===== config.mk =====
export PLATFORM = sky130hd
export DESIGN_NAME = sha1_hash_engine_unit
export DESIGN_NICKNAME = d
export VERILOG_FILES = /design/src/rtl/sha1he_pkg.sv /design/src/rtl/sha1he_ram.sv /design/src/rtl/sha1he_front.sv /design/src/rtl/sha1he_cmd_queue.sv /design/src/rtl/sha1he_back.sv /design/src/rtl/sha1_hash_engine_unit.sv
export VERILOG_INCLUDE_DIRS = /design/src /design/src/rtl
export SDC_FILE = /design/constraint.sdc
export NUM_CORES = 2
export LEC_CHECK = 0
export BUFFER_PORTS_ARGS = -buffer_cell sky130_fd_sc_hd__buf_4
export CORE_MARGIN = 2
export CORE_UTILIZATION = 25
export CTS_BUF_LIST = sky130_fd_sc_hd__clkbuf_8
export CTS_CLUSTER_SIZE = 20
export DETAILED_ROUTE_END_ITERATION = 6
export GPL_TIMING_DRIVEN = 0
export HOLD_SLACK_MARGIN = 0.05
export PLACE_DENSITY_LB_ADDON = 0.1
export SYNTH_ARGS = -nofsm -noshare
export SYNTH_HDL_FRONTEND = slang
export SYNTH_HIERARCHICAL = 1
export SYNTH_SLANG_ARGS = --single-unit

===== constraint.sdc =====
create_clock -name aclk -period 23.3 [get_ports aclk]
set_clock_uncertainty 0.15 [all_clocks]
set_input_delay 1.165 -clock aclk [delete_from_list [all_inputs] [get_ports aclk]]
set_output_delay 1.165 -clock aclk [all_outputs]
set_load 0.005 [all_outputs]

===== src/rtl/sha1_hash_engine_unit_macros.svh =====
// ----------------------------------------------------------------------------
// SHA-1 hash engine assertion macros
// Short forms for the concurrent checks of the engine, clocked on aclk and
// held off while aresetn is low.
// ----------------------------------------------------------------------------
`ifndef SHA1_HASH_ENGINE_UNIT_MACROS_SVH
`define SHA1_HASH_ENGINE_UNIT_MACROS_SVH

// The consequent must hold in the same cycle as the antecedent.
`define SHE_ASSERT_NOW(label, ante, cons, msg) \
    label: assert property (@(posedge aclk) disable iff (!aresetn) (ante) |-> (cons)) \
        else $error(msg);

// The consequent must hold in the cycle after the antecedent.
`define SHE_ASSERT_NEXT(label, ante, cons, msg) \
    label: assert property (@(posedge aclk) disable iff (!aresetn) (ante) |=> (cons)) \
        else $error(msg);

`endif


===== src/rtl/sha1he_pkg.sv =====
// ----------------------------------------------------------------------------
// SHA-1 hash engine package
// Beat types, block command types and the fixed constants of SHA-1.
// ----------------------------------------------------------------------------
package sha1he_pkg;

    // Two block buffers of sixteen 32-bit words each.
    localparam int WORDS_PER_BLK = 16;
    localparam int BUF_COUNT     = 2;
    localparam int RAM_DEPTH     = WORDS_PER_BLK * BUF_COUNT;
    localparam int RAM_ADDR_W    = $clog2(RAM_DEPTH);

    localparam logic [7:0] PAD_MARK = 8'h80;

    localparam logic [31:0] SHA1_IV [5] = '{
        32'h67452301, 32'hEFCDAB89, 32'h98BADCFE, 32'h10325476, 32'hC3D2E1F0
    };

    localparam logic [31:0] SHA1_K [4] = '{
        32'h5A827999, 32'h6ED9EBA1, 32'h8F1BBCDC, 32'hCA62C1D6
    };

    typedef struct packed {
        logic [7:0] data_byte;
        logic       last_byte;
    } in_beat_t;

    typedef struct packed {
        logic [31:0] digest_word0;
        logic [31:0] digest_word1;
        logic [31:0] digest_word2;
        logic [31:0] digest_word3;
        logic [31:0] digest_word4;
    } out_beat_t;

    // One full block waiting in a buffer.
    typedef struct packed {
        logic buf_sel;
        logic final_blk;
    } blk_cmd_t;

    // The compression side has copied a buffer out and hands it back.
    typedef struct packed {
        logic valid;
        logic buf_sel;
    } blk_rel_t;

endpackage


===== src/rtl/sha1he_ram.sv =====
// ----------------------------------------------------------------------------
// Generic simple dual-port RAM
// One write port and one read port with registered read data.
// ----------------------------------------------------------------------------
module sha1he_ram #(
    parameter int WIDTH = 32,
    parameter int DEPTH = 32
) (
    input  logic                     aclk,
    input  logic                     wr_en,
    input  logic [$clog2(DEPTH)-1:0] wr_addr,
    input  logic [WIDTH-1:0]         wr_data,
    input  logic [$clog2(DEPTH)-1:0] rd_addr,
    output logic [WIDTH-1:0]         rd_data
);

    logic [WIDTH-1:0] mem_reg [DEPTH];
    logic [WIDTH-1:0] rd_data_reg;

    always_ff @(posedge aclk) begin
        if (wr_en) begin
            mem_reg[wr_addr] <= wr_data;
        end
        rd_data_reg <= mem_reg[rd_addr];
    end

    assign rd_data = rd_data_reg;

endmodule


===== src/rtl/sha1he_front.sv =====
// ----------------------------------------------------------------------------
// SHA-1 byte front end
// Packs message bytes into words, appends the padding and the bit count, and
// hands each full block buffer to the compression side.
// ----------------------------------------------------------------------------
module sha1he_front
    import sha1he_pkg::*;
(
    input  logic                  aclk,
    input  logic                  aresetn,
    input  logic                  s_valid,
    output logic                  s_ready,
    input  in_beat_t              s_data,
    output logic                  wr_en,
    output logic [RAM_ADDR_W-1:0] wr_addr,
    output logic [31:0]           wr_data,
    output logic                  cmd_push,
    output blk_cmd_t              cmd_data,
    input  logic                  cmd_room,
    input  blk_rel_t              rel
);

    typedef enum logic [1:0] {ST_DATA, ST_MARK, ST_ZERO, ST_LEN} state_t;

    state_t                 state_reg, state_next;
    logic [5:0]             fill_reg, fill_next;
    logic                   wbuf_reg, wbuf_next;
    logic [BUF_COUNT-1:0]   busy_reg, busy_next;
    logic [23:0]            word_reg, word_next;
    logic [60:0]            count_reg, count_next;

    logic                   slot_free;
    logic                   push_en;
    logic [7:0]             push_byte;
    logic                   blk_end;
    logic [63:0]            bit_len;

    assign slot_free = !busy_reg[wbuf_reg] && cmd_room;
    assign s_ready   = (state_reg == ST_DATA) && slot_free;
    assign bit_len   = {count_reg, 3'b000};

    always_comb begin
        push_en   = slot_free;
        push_byte = 8'h00;
        unique case (state_reg)
            ST_DATA: begin
                push_en   = s_valid && slot_free;
                push_byte = s_data.data_byte;
            end
            ST_MARK: push_byte = PAD_MARK;
            ST_ZERO: push_byte = 8'h00;
            ST_LEN:  push_byte = bit_len[{~fill_reg[2:0], 3'b000} +: 8];
            default: push_byte = 8'h00;
        endcase
    end

    assign blk_end = push_en && (fill_reg == 6'd63);
    assign wr_en   = push_en && (fill_reg[1:0] == 2'b11);
    assign wr_addr = {wbuf_reg, fill_reg[5:2]};
    assign wr_data = {word_reg, push_byte};

    always_comb begin
        cmd_push           = blk_end;
        cmd_data.buf_sel   = wbuf_reg;
        cmd_data.final_blk = (state_reg == ST_LEN);
    end

    always_comb begin
        state_next = state_reg;
        count_next = count_reg;
        fill_next  = push_en ? fill_reg + 6'd1 : fill_reg;
        word_next  = push_en ? {word_reg[15:0], push_byte} : word_reg;
        wbuf_next  = blk_end ? !wbuf_reg : wbuf_reg;

        busy_next = busy_reg;
        if (rel.valid) begin
            busy_next[rel.buf_sel] = 1'b0;
        end
        if (blk_end) begin
            busy_next[wbuf_reg] = 1'b1;
        end

        unique case (state_reg)
            ST_DATA: begin
                if (push_en) begin
                    count_next = count_reg + 61'd1;
                    if (s_data.last_byte) begin
                        state_next = ST_MARK;
                    end
                end
            end
            ST_MARK: begin
                if (push_en) begin
                    state_next = (fill_reg == 6'd55) ? ST_LEN : ST_ZERO;
                end
            end
            ST_ZERO: begin
                if (push_en && (fill_reg == 6'd55)) begin
                    state_next = ST_LEN;
                end
            end
            ST_LEN: begin
                if (blk_end) begin
                    state_next = ST_DATA;
                    count_next = '0;
                end
            end
            default: state_next = ST_DATA;
        endcase
    end

    always_ff @(posedge aclk) begin
        if (!aresetn) begin
            state_reg <= ST_DATA;
            fill_reg  <= '0;
            wbuf_reg  <= 1'b0;
            busy_reg  <= '0;
            count_reg <= '0;
        end else begin
            state_reg <= state_next;
            fill_reg  <= fill_next;
            wbuf_reg  <= wbuf_next;
            busy_reg  <= busy_next;
            count_reg <= count_next;
        end
        word_reg <= word_next;
    end

endmodule


===== src/rtl/sha1he_cmd_queue.sv =====
// ----------------------------------------------------------------------------
// SHA-1 block command queue
// Two-entry queue of block commands between the front end and the
// compression side.
// ----------------------------------------------------------------------------
module sha1he_cmd_queue
    import sha1he_pkg::*;
(
    input  logic     aclk,
    input  logic     aresetn,
    input  logic     push,
    input  blk_cmd_t push_data,
    output logic     room,
    input  logic     pop,
    output logic     avail,
    output blk_cmd_t pop_data
);

    localparam int DEPTH = 2;
    localparam int PTR_W = $clog2(DEPTH);

    blk_cmd_t         ent_reg [DEPTH];
    logic [PTR_W-1:0] wptr_reg;
    logic [PTR_W-1:0] rptr_reg;
    logic [PTR_W:0]   cnt_reg;
    logic             do_push;
    logic             do_pop;

    assign room     = (cnt_reg != (PTR_W+1)'(DEPTH));
    assign avail    = (cnt_reg != '0);
    assign pop_data = ent_reg[rptr_reg];
    assign do_push  = push && room;
    assign do_pop   = pop && avail;

    always_ff @(posedge aclk) begin
        if (!aresetn) begin
            wptr_reg <= '0;
            rptr_reg <= '0;
            cnt_reg  <= '0;
        end else begin
            if (do_push) begin
                wptr_reg <= wptr_reg + PTR_W'(1);
            end
            if (do_pop) begin
                rptr_reg <= rptr_reg + PTR_W'(1);
            end
            if (do_push && !do_pop) begin
                cnt_reg <= cnt_reg + (PTR_W+1)'(1);
            end else if (do_pop && !do_push) begin
                cnt_reg <= cnt_reg - (PTR_W+1)'(1);
            end
        end
        if (do_push) begin
            ent_reg[wptr_reg] <= push_data;
        end
    end

endmodule


===== src/rtl/sha1he_back.sv =====
// ----------------------------------------------------------------------------
// SHA-1 compression back end
// Copies a block into the message schedule window, runs the 80 rounds one a
// cycle, folds the result into the chaining words and registers the digest.
// ----------------------------------------------------------------------------
module sha1he_back
    import sha1he_pkg::*;
(
    input  logic                  aclk,
    input  logic                  aresetn,
    input  logic                  q_avail,
    input  blk_cmd_t              q_data,
    output logic                  q_pop,
    output logic [RAM_ADDR_W-1:0] rd_addr,
    input  logic [31:0]           rd_data,
    output blk_rel_t              rel,
    output logic                  m_valid,
    input  logic                  m_ready,
    output out_beat_t             m_data
);

    typedef enum logic [1:0] {B_IDLE, B_LOAD, B_ROUND, B_DONE} state_t;

    state_t      state_reg;
    logic        cur_buf_reg;
    logic        cur_final_reg;
    logic [4:0]  cnt_reg;
    logic [6:0]  rnd_reg;
    logic [31:0] a_reg, b_reg, c_reg, d_reg, e_reg;
    logic [31:0] chain_reg [5];
    logic [31:0] w_reg [WORDS_PER_BLK];
    logic        m_valid_reg;
    out_beat_t   m_data_reg;

    logic [1:0]  stage;
    logic [31:0] f_val;
    logic [31:0] round_sum;
    logic [31:0] sched_mix;
    logic [31:0] sched_new;
    logic [31:0] sum_w [5];
    logic        out_free;

    assign q_pop       = (state_reg == B_IDLE) && q_avail;
    assign rd_addr     = {cur_buf_reg, cnt_reg[3:0]};
    assign rel.valid   = (state_reg == B_LOAD) && (cnt_reg == 5'd16);
    assign rel.buf_sel = cur_buf_reg;
    assign m_valid     = m_valid_reg;
    assign m_data      = m_data_reg;
    assign out_free    = !m_valid_reg || m_ready;

    always_comb begin
        if (rnd_reg < 7'd20) begin
            stage = 2'd0;
        end else if (rnd_reg < 7'd40) begin
            stage = 2'd1;
        end else if (rnd_reg < 7'd60) begin
            stage = 2'd2;
        end else begin
            stage = 2'd3;
        end
        case (stage)
            2'd0:    f_val = (b_reg & c_reg) | (~b_reg & d_reg);
            2'd2:    f_val = (b_reg & c_reg) | (b_reg & d_reg) | (c_reg & d_reg);
            default: f_val = b_reg ^ c_reg ^ d_reg;
        endcase
        round_sum = {a_reg[26:0], a_reg[31:27]} + f_val + e_reg + SHA1_K[stage] + w_reg[0];
        sched_mix = w_reg[13] ^ w_reg[8] ^ w_reg[2] ^ w_reg[0];
        sched_new = {sched_mix[30:0], sched_mix[31]};
        sum_w[0]  = chain_reg[0] + a_reg;
        sum_w[1]  = chain_reg[1] + b_reg;
        sum_w[2]  = chain_reg[2] + c_reg;
        sum_w[3]  = chain_reg[3] + d_reg;
        sum_w[4]  = chain_reg[4] + e_reg;
    end

    always_ff @(posedge aclk) begin
        if (!aresetn) begin
            state_reg   <= B_IDLE;
            m_valid_reg <= 1'b0;
            for (int i = 0; i < 5; i++) begin
                chain_reg[i] <= SHA1_IV[i];
            end
        end else begin
            if ((state_reg == B_DONE) && cur_final_reg && out_free) begin
                m_valid_reg <= 1'b1;
            end else if (m_valid_reg && m_ready) begin
                m_valid_reg <= 1'b0;
            end
            unique case (state_reg)
                B_IDLE: begin
                    if (q_avail) begin
                        state_reg <= B_LOAD;
                    end
                end
                B_LOAD: begin
                    if (cnt_reg == 5'd16) begin
                        state_reg <= B_ROUND;
                    end
                end
                B_ROUND: begin
                    if (rnd_reg == 7'd79) begin
                        state_reg <= B_DONE;
                    end
                end
                B_DONE: begin
                    if (!cur_final_reg) begin
                        for (int i = 0; i < 5; i++) begin
                            chain_reg[i] <= sum_w[i];
                        end
                        state_reg <= B_IDLE;
                    end else if (out_free) begin
                        for (int i = 0; i < 5; i++) begin
                            chain_reg[i] <= SHA1_IV[i];
                        end
                        state_reg <= B_IDLE;
                    end
                end
                default: state_reg <= B_IDLE;
            endcase
        end

        // Datapath registers carry no reset.
        unique case (state_reg)
            B_IDLE: begin
                cur_buf_reg   <= q_data.buf_sel;
                cur_final_reg <= q_data.final_blk;
                cnt_reg       <= '0;
                rnd_reg       <= '0;
                a_reg         <= chain_reg[0];
                b_reg         <= chain_reg[1];
                c_reg         <= chain_reg[2];
                d_reg         <= chain_reg[3];
                e_reg         <= chain_reg[4];
            end
            B_LOAD: begin
                cnt_reg <= cnt_reg + 5'd1;
                if (cnt_reg != 5'd0) begin
                    for (int i = 0; i < WORDS_PER_BLK - 1; i++) begin
                        w_reg[i] <= w_reg[i+1];
                    end
                    w_reg[WORDS_PER_BLK-1] <= rd_data;
                end
            end
            B_ROUND: begin
                rnd_reg <= rnd_reg + 7'd1;
                a_reg   <= round_sum;
                b_reg   <= a_reg;
                c_reg   <= {b_reg[1:0], b_reg[31:2]};
                d_reg   <= c_reg;
                e_reg   <= d_reg;
                for (int i = 0; i < WORDS_PER_BLK - 1; i++) begin
                    w_reg[i] <= w_reg[i+1];
                end
                w_reg[WORDS_PER_BLK-1] <= sched_new;
            end
            B_DONE: begin
                if (cur_final_reg && out_free) begin
                    m_data_reg.digest_word0 <= sum_w[0];
                    m_data_reg.digest_word1 <= sum_w[1];
                    m_data_reg.digest_word2 <= sum_w[2];
                    m_data_reg.digest_word3 <= sum_w[3];
                    m_data_reg.digest_word4 <= sum_w[4];
                end
            end
            default: cnt_reg <= '0;
        endcase
    end

endmodule


===== src/rtl/sha1_hash_engine_unit.sv =====
// ----------------------------------------------------------------------------
// SHA-1 hash engine
// Streams message bytes in, returns one 160-bit SHA-1 digest per message.
// ----------------------------------------------------------------------------
// Usage
// The input channel (s_valid, s_ready, s_data) takes one message byte per beat;
// s_data.last_byte marks the final byte of a message. Every message has at
// least one byte. The output channel (m_valid, m_ready, m_data) delivers one
// beat per message carrying the digest as five big-endian words.
// The front end accepts one byte per cycle, while a buffer and a queue slot
// are free, into one of two 64-byte block buffers. A full buffer is queued for
// the compression unit, which takes the block command, copies the sixteen
// words out of the block RAM through its registered read port, runs 80 rounds
// at one per cycle and folds the result into the chaining words. A buffer is
// handed back to the front end as soon as its words are copied out.
// After the last byte the front end writes the padding and the bit count
// itself, 9 to 72 bytes, one byte per cycle while a buffer and a queue slot
// are free. The digest beat is registered from the final block's sum with the
// chaining words.
// Reset (aresetn low at a clock edge) empties both buffers and the queue,
// drops any pending digest and restores the initial chaining words.
// When the receiver stalls, the digest waits in the output register; the
// compression side holds once it has finished its next final block, and the
// byte side keeps accepting until both buffers are full.
// ----------------------------------------------------------------------------
`include "sha1_hash_engine_unit_macros.svh"

module sha1_hash_engine_unit
    import sha1he_pkg::*;
(
    input  logic      aclk,
    input  logic      aresetn,
    input  logic      s_valid,
    output logic      s_ready,
    input  in_beat_t  s_data,
    output logic      m_valid,
    input  logic      m_ready,
    output out_beat_t m_data
);

    // Block RAM ports: the front end writes packed words, the back end reads.
    logic                  ram_wr_en;
    logic [RAM_ADDR_W-1:0] ram_wr_addr;
    logic [31:0]           ram_wr_data;
    logic [RAM_ADDR_W-1:0] ram_rd_addr;
    logic [31:0]           ram_rd_data;

    // Block commands and buffer hand-back between the two halves.
    logic                  cmd_push;
    blk_cmd_t              cmd_data;
    logic                  cmd_room;
    logic                  cmd_pop;
    logic                  cmd_avail;
    blk_cmd_t              cmd_head;
    blk_rel_t              rel;

    sha1he_ram #(
        .WIDTH (32),
        .DEPTH (RAM_DEPTH)
    ) u_block_ram (
        .aclk    (aclk),
        .wr_en   (ram_wr_en),
        .wr_addr (ram_wr_addr),
        .wr_data (ram_wr_data),
        .rd_addr (ram_rd_addr),
        .rd_data (ram_rd_data)
    );

    sha1he_front u_front (
        .aclk     (aclk),
        .aresetn  (aresetn),
        .s_valid  (s_valid),
        .s_ready  (s_ready),
        .s_data   (s_data),
        .wr_en    (ram_wr_en),
        .wr_addr  (ram_wr_addr),
        .wr_data  (ram_wr_data),
        .cmd_push (cmd_push),
        .cmd_data (cmd_data),
        .cmd_room (cmd_room),
        .rel      (rel)
    );

    sha1he_cmd_queue u_cmd_queue (
        .aclk      (aclk),
        .aresetn   (aresetn),
        .push      (cmd_push),
        .push_data (cmd_data),
        .room      (cmd_room),
        .pop       (cmd_pop),
        .avail     (cmd_avail),
        .pop_data  (cmd_head)
    );

    sha1he_back u_back (
        .aclk     (aclk),
        .aresetn  (aresetn),
        .q_avail  (cmd_avail),
        .q_data   (cmd_head),
        .q_pop    (cmd_pop),
        .rd_addr  (ram_rd_addr),
        .rd_data  (ram_rd_data),
        .rel      (rel),
        .m_valid  (m_valid),
        .m_ready  (m_ready),
        .m_data   (m_data)
    );

    // A block is only handed over while the queue has a free slot.
    `SHE_ASSERT_NOW(a_queue_room, cmd_push, cmd_room, "block command pushed into a full queue")

    // The buffer being handed back can never be the one just filled.
    `SHE_ASSERT_NOW(a_release_other, rel.valid && cmd_push, rel.buf_sel != cmd_data.buf_sel, "released buffer equals the buffer being committed")

    // Once a buffer is copied out the rounds start, so no command is taken next.
    `SHE_ASSERT_NEXT(a_rounds_follow, rel.valid, !cmd_pop, "block command taken while rounds should be running")

endmodule

## Word-level counts from Yosys, hierarchy flattened

Memories as Yosys holds them, arrays and structs flattened. A register that Yosys moved wholly into a read port is not among the register bits.
Index checks and enable logic that the tools add are counted.
Widths: inputs -> output; s select.

- Add/subtract/negate cells: 17
- Order comparisons: 8
- Equality and inequality tests: 22
- Shift-type cells: 1
- Mux-type cells: 89
- Bitwise logic cells: 44
- Reduce and logical (&&, ||, !) cells: 38

Operator list:

| cell | count |
|---|---|
| $mux 32 | 28 |
| $pmux 32 s2 | 6 |
| $add 32x32->32 | 9 |
| $xor 32x32->32 | 5 |
| $and 32x32->32 | 4 |
| $mux 61 | 2 |
| $pmux 61 s2 | 1 |
| $or 32x32->32 | 3 |
| $bmux 32 s2 | 1 |
| $shiftx 64x7->8 | 1 |
| $add 61x1->61 const B | 1 |
| $mux 2 | 16 |
| $not 32->32 | 1 |
| $pmux 8 s4 | 1 |
| $mux 1 | 28 |
| $or 1x1->1 | 26 |
| $logic_and 1x1->1 | 18 |
| $pmux 2 s4 | 2 |
| $lt 7x6->1 const B | 2 |
| $pmux 7 s2 | 1 |
| $eq 2x2->1 const B | 6 |
| $eq 6x6->1 const B | 2 |
| $ne 2x1->1 const B | 6 |
| $reduce_bool 2->1 | 6 |
| other kinds (30) | 43 |

- Register bits: 435
- RAM bits: 1700
- Output and inout port bits: 162
- Logic and storage cells: 246
- Memories kept: 4

Memory list:

| memory | words | width | read ports | clocked after Yosys merged registers in | write ports | line | source |
|---|---|---|---|---|---|---|---|
| u_block_ram.mem_reg | 32 | 32 | 1 | 1 | 1 | sha1he_ram.sv:17 | `logic [WIDTH-1:0] mem_reg [DEPTH];` |
| u_back.w_reg | 16 | 32 | 16 | 0 | 16 | sha1he_back.sv:31 | `logic [31:0] w_reg [WORDS_PER_BLK];` |
| u_back.chain_reg | 5 | 32 | 5 | 0 | 5 | sha1he_back.sv:30 | `logic [31:0] chain_reg [5];` |
| u_cmd_queue.ent_reg | 2 | 2 | 1 | 1 | 1 | sha1he_cmd_queue.sv:22 | `blk_cmd_t ent_reg [DEPTH];` |

## Depth between registers and ports, before layout

- Word-level depth: 12
- Depth in mapped cells: 23
- Gate-level depth less buffers: 20

## Hierarchy

The synthesis kept the hierarchy.

By module, submodules not included:

| module | times used | cells an instance | area each (sq um) | seq. area each (sq um) |
|---|---|---|---|---|
| sha1he_back | 1 | 3416 | 48322.6 | 30269.0 |
| sha1he_ram | 1 | 2260 | 40492.6 | 31390.1 |
| sha1he_front | 1 | 539 | 5009.8 | 2162.1 |
| sha1he_cmd_queue | 1 | 30 | 377.9 | 220.2 |

## Least setup slack after synthesis

No wires, ideal clock.

- Path type: register to register
- Start: register u_back.cnt_reg[0]
- End: memory u_back.w_reg[0][0], enable pin
- Data arrival time: 9739 ps
- Required time: 19518 ps
- Slack: 9778 ps
- Cell stages (with the launch flop): 8
- Period minus slack after synthesis: 13522 ps
- Path through: edfxtp_1 -> inv_1 -> ha_1 -> nand2_1 -> o21ai_0 -> clkbuf_1 -> clkbuf_1 -> nand2_1

RTL lines:

| what | line | source |
|---|---|---|
| start, declared | sha1he_back.sv:27 | `logic [4:0] cnt_reg;` |
| start signal, assigned | sha1he_back.sv:136 | `cnt_reg <= cnt_reg + 5'd1;` |
| end, declared | sha1he_back.sv:31 |  |

## Final worst setup path

- Start: register u_back.rnd_reg[3]
- End: register u_back.a_reg[28], data pin

- Longest elaborated chain between the ends: 11
- Elaborated cells on any way between the ends: 18
- Those cells by class: 4 x add/sub; 3 x order compare; 1 x eq/ne; 8 x mux; 1 x bitwise; 1 x reduce/logical

RTL lines:

| what | line | source |
|---|---|---|
| start, declared | sha1he_back.sv:28 | `logic [6:0] rnd_reg;` |
| start signal, assigned | sha1he_back.sv:145 | `rnd_reg <= rnd_reg + 7'd1;` |
| $lt 7x6->1 | sha1he_back.sv:56 | `end else if (rnd_reg < 7'd60) begin` |
| $mux 1 | sha1he_back.sv:56 |  |
| $mux 2 | sha1he_back.sv:54 | `end else if (rnd_reg < 7'd40) begin` |
| $mux 2 * | sha1he_back.sv:52 | `if (rnd_reg < 7'd20) begin` |
| $eq 2x2->1 (tied with other cells) | sha1he_back.sv:61 | `case (stage)` |
| $pmux 32 s2 or $bmux 32 s2 (tied branches) | sha1he_back.sv:61, sha1he_back.sv:66 |  |
| $add 32x32->32 or $mux 32 (tied branches) (2 in series) | sha1he_back.sv:66 | `round_sum = {a_reg[26:0], a_reg[31:27]} + f_val + e_reg + SHA1_K[stage] + w_reg[0];` |
| $add 32x32->32 * (2 in series) | sha1he_back.sv:66 |  |
| $pmux 32 s2 * | sha1he_back.sv:123 | `unique case (state_reg)` |
| end signal, assigned | sha1he_back.sv:129 | `a_reg <= chain_reg[0];` |
| end signal, assigned | sha1he_back.sv:146 | `a_reg <= round_sum;` |
| end, declared | sha1he_back.sv:29 | `logic [31:0] a_reg, b_reg, c_reg, d_reg, e_reg;` |

Mark *: on every way between the ends. The rest lies on a longest branch, timed or not. The select of a mux whose other input is x is not followed.
A chain may end at the register's enable or synchronous reset.

==> summary.md <==
| Metric | Value |
|---|---|
| Clock power frac | 0.265 |
| Top Metal Used | met4 |
| Hold crit path type | register to register |
| Wire per inst | 23.7 µm |
| Number of port buffers | 174 |
| Total die area | 382000 µm² |
| Routed length on met1 | 129000 µm |
| Largest register FFs | 1024 |
| Gate power share | 0.341 |
| Overall die height | 618 µm |
| H-tree depth | 5 |
| Syn avg cell area | 15.1 µm² |
| Most common cell after layout, fill and taps aside | edfxtp_1 |
| Nets | 7232 |
| Via count | 54100 |
| Synthesized flop and latch total | 2170 |
| Seq/Total Area, Yosys | 0.680 |
| Syn_nets | 6589 |
| CTS tree | yes |
| Post-DP HPWL | 205000 µm |
| Gpl congestion | 0.825 |
| Initial DRC count | 3467 |
| Worst Hold Slack | 0.226 ns |
| Pin count of the biggest net entering global routing | 70 |
| Drt total wl | 289000 µm |
| Total Power | 12.8 mW |
| EDFF count, synth | 2058 |
| Worst path required time | 23.92 ns |
| Vias in the first global route | 55900 |
| Bufs on Longest Clock Path | 4 |
| Worst r2r src | u_back/rnd_reg[3]$_SDFFCE_PN0P_ |
| Worst-path clk slew | 0.06 ns |
| Num rows | 225 |
| Sequential share of power | 0.394 |
| Hold buffers post-CTS | 0 |
| Crit path capture type | register |
| Global-route wire length before repair | 410000 µm |
| Post-route insts no fill | 12200 |
| Grt ovf | 0 |
| Max-cap violation count | 0 |
| Sw Pwr | 4.71 mW |
| Die Wd | 618 µm |
| R2R depth | 22 |
| TritonRoute pass-1 iters | 5 |
| FF-to-FF setup slack | 14.32 ns |
| P_leak | 36.9 nW |
| Post-DP Area | 104000 µm² |
| Starting Density | 0.251 |
| Area Growth Syn to Fin | 17.9% |
| Final ANT Viol Nets | 0 |
| CTS resizes | 0 |
| Count of different cell masters after synthesis | 94 |
| Status | finished, final reports clean |
| Top FF cell, synth | edfxtp_1 |
| Pre-CTS WS | 14.04 ns |
| Startpoint types | register |
| Critical path class | register to register |
| RSZ-0062 raised after global routing | false |
| Share of cells above drive strength 1 | 0.152 |
| Worst skew pair latency | 1.07 ns |
| Min Clock Period, post-route | 8.98 ns |
| Cts bufs inserted | 389 |
| Met2 wire len | 141000 µm |
| Asr flop ratio synth | 0 |
| Final core area utilization | 0.296 |
| Switching share of total power | 0.369 |
| Initial antenna violation count | 11 |
| Met3 WL | 10700 µm |
| Max Slew Vio Count | 0 |
| Arrival @ worst endpoint | 9.60 ns |
| Worst setup path end | u_back/a_reg[28]$_DFFE_PP_ |
| # DRC | 0 |
| Via/cell ratio | 4.44 |
| Ports | 175 |
| Crit Path Max Fanout | 10 |
| Least-Margin Pin Slew | 1.49 ns |
| Max transition margin | 0.00964 |
| Fin Setup TNS | 0 ns |
| Peak VDD IR | 0.000107 V |
| Synth warn | 6 |
| Root buffer cell | clkbuf_8 |
| Max Fclk | 111 MHz |
| CP startpoint | u_back/rnd_reg[3]$_SDFFCE_PN0P_ |
| Final Instance Area | 111000 µm² |
| Post-Syn Area | 94200 µm² |
| Worst Hold Depth | 0 |
| Clk sinks | 2170 |
| Worst flop-to-flop path endpoint | u_back/a_reg[28]$_DFFE_PP_ |
| Final hold violation count | 0 |
| Final WS setup | 14.32 ns |
| Post-CTS setup buffer count | 0 |
| Period utilization | 0.385 |
| Internal | 8.07 mW |
| Most frequent cells in the layout | 2058 x edfxtp_1, 557 x mux2i_1, 447 x inv_1 |
| DP Cell Count | 11500 |
| All-Layer GR Usage | 0.148 |
| Setup Viol. Count Final | 0 |
| Syn Inst Count | 6245 |
| Core area | 375000 µm² |
| Pwr per Cell Area | 115 nW/µm² |
[power groups by stage]
stage               Sequential, mW  Combinational, mW  Clock, mW
floorplan                     5.02               2.78          0
global placement              5.29               4.23          0
detailed placement            5.19               4.31          0
CTS                           5.11               4.34       3.55
global route                  5.07               4.80       3.70
finish                        5.03               4.36       3.39
[area by class of cell]
| type | count | area [µm²] |
|---|---|---|
| Tap cell | 4994 | 6250 |
| Antenna cell | 11 | 27.5 |
| Buffer | 250 | 1300 |
| Clock buffer | 410 | 5640 |
| Timing Repair Buffer | 252 | 3040 |
| Inverter | 330 | 1240 |
| Sequential cell | 2170 | 64000 |
| Fill cell | 37700 | 264000 |
| Clock inverter | 280 | 1530 |
| Multi-Input combinational cell | 3495 | 28000 |
[how the worst min path moves through the flow]
stage | startpoint | slack (ns) | to
floorplan | u_back/w_reg[1][0]$_DFFE_PP_ | 0.25 | u_back/w_reg[0][0]$_DFFE_PP_
global placement | u_back/w_reg[12][6]$_DFFE_PP_ | 0.25 | u_back/w_reg[11][6]$_DFFE_PP_
detailed placement | u_back/w_reg[1][12]$_DFFE_PP_ | 0.25 | u_back/w_reg[0][12]$_DFFE_PP_
CTS | u_back/w_reg[12][25]$_DFFE_PP_ | 0.21 | u_back/w_reg[11][25]$_DFFE_PP_
global route | u_back/w_reg[12][25]$_DFFE_PP_ | 0.21 | u_back/w_reg[11][25]$_DFFE_PP_
finish | u_back/w_reg[12][10]$_DFFE_PP_ | 0.23 | u_back/w_reg[11][10]$_DFFE_PP_
[critical path, stage by stage, from the launching register on]
cell and delay [ns]:
edfxtp_1 0.35, clkbuf_1 0.21, maj3_1 0.42, a221oi_1 0.71
clkbuf_1 0.71, buf_1 0.78, nand2_1 0.61, inv_1 0.45
fa_1 0.50, fa_1 0.55, inv_1 0.06, fa_1 0.50
inv_1 0.04, ha_1 0.35, and4_1 0.28, o2111ai_1 0.22
or2_2 0.36, o221ai_2 0.30, o41a_4 0.22, a21boi_0 0.15
o31ai_1 0.36, xor2_1 0.16, mux2_2 0.28
[cells in the mapped netlist (41+ instances only)]
| library cell | n | area share |
|---|---|---|
| a22oi_1 | 98 | 0.0078 |
| nand4_1 | 43 | 0.0029 |
| nor2_1 | 234 | 0.0093 |
| a21o_1 | 93 | 0.0074 |
| nand2_1 | 288 | 0.011 |
| nor3_1 | 66 | 0.0035 |
| xor2_1 | 63 | 0.0059 |
| nand3_1 | 165 | 0.0088 |
| o31ai_1 | 41 | 0.0033 |
| mux2i_1 | 557 | 0.059 |
| a21oi_1 | 302 | 0.016 |
| a22o_1 | 64 | 0.0060 |
| nand2b_1 | 102 | 0.0068 |
| xnor2_1 | 230 | 0.021 |
| a31oi_1 | 58 | 0.0039 |
| dfxtp_1 | 112 | 0.024 |
| o21ai_0 | 128 | 0.0068 |
| inv_1 | 328 | 0.013 |
| ha_1 | 206 | 0.027 |
| edfxtp_1 | 2058 | 0.66 |
| and2_1 | 90 | 0.0060 |
| clkbuf_1 | 126 | 0.0050 |
| buf_4 | 46 | 0.0037 |
| fa_1 | 125 | 0.027 |
| mux2_2 | 147 | 0.018 |
[per-layer routing]
layer	global-route usage	up-vias
met5	0	-
li1	-	25000
met4	0.0484	0
met2	0.253	1107
met1	0.193	27600
met3	0.0205	450
[cell families (layout without fill, tap and decap cells)]
group	count (synthesis)	after routing	share of synthesized area
mux	718	718	0.0800
compound gates	1002	1002	0.0713
simple gates	1150	1150	0.0607
other cells	0	11	0
flops	2170	2170	0.680
xor+xnor	293	293	0.0272
buf+inv	580	1522	0.0269
fa+ha+maj	332	332	0.0540
(Power assumes the default switching activity.)
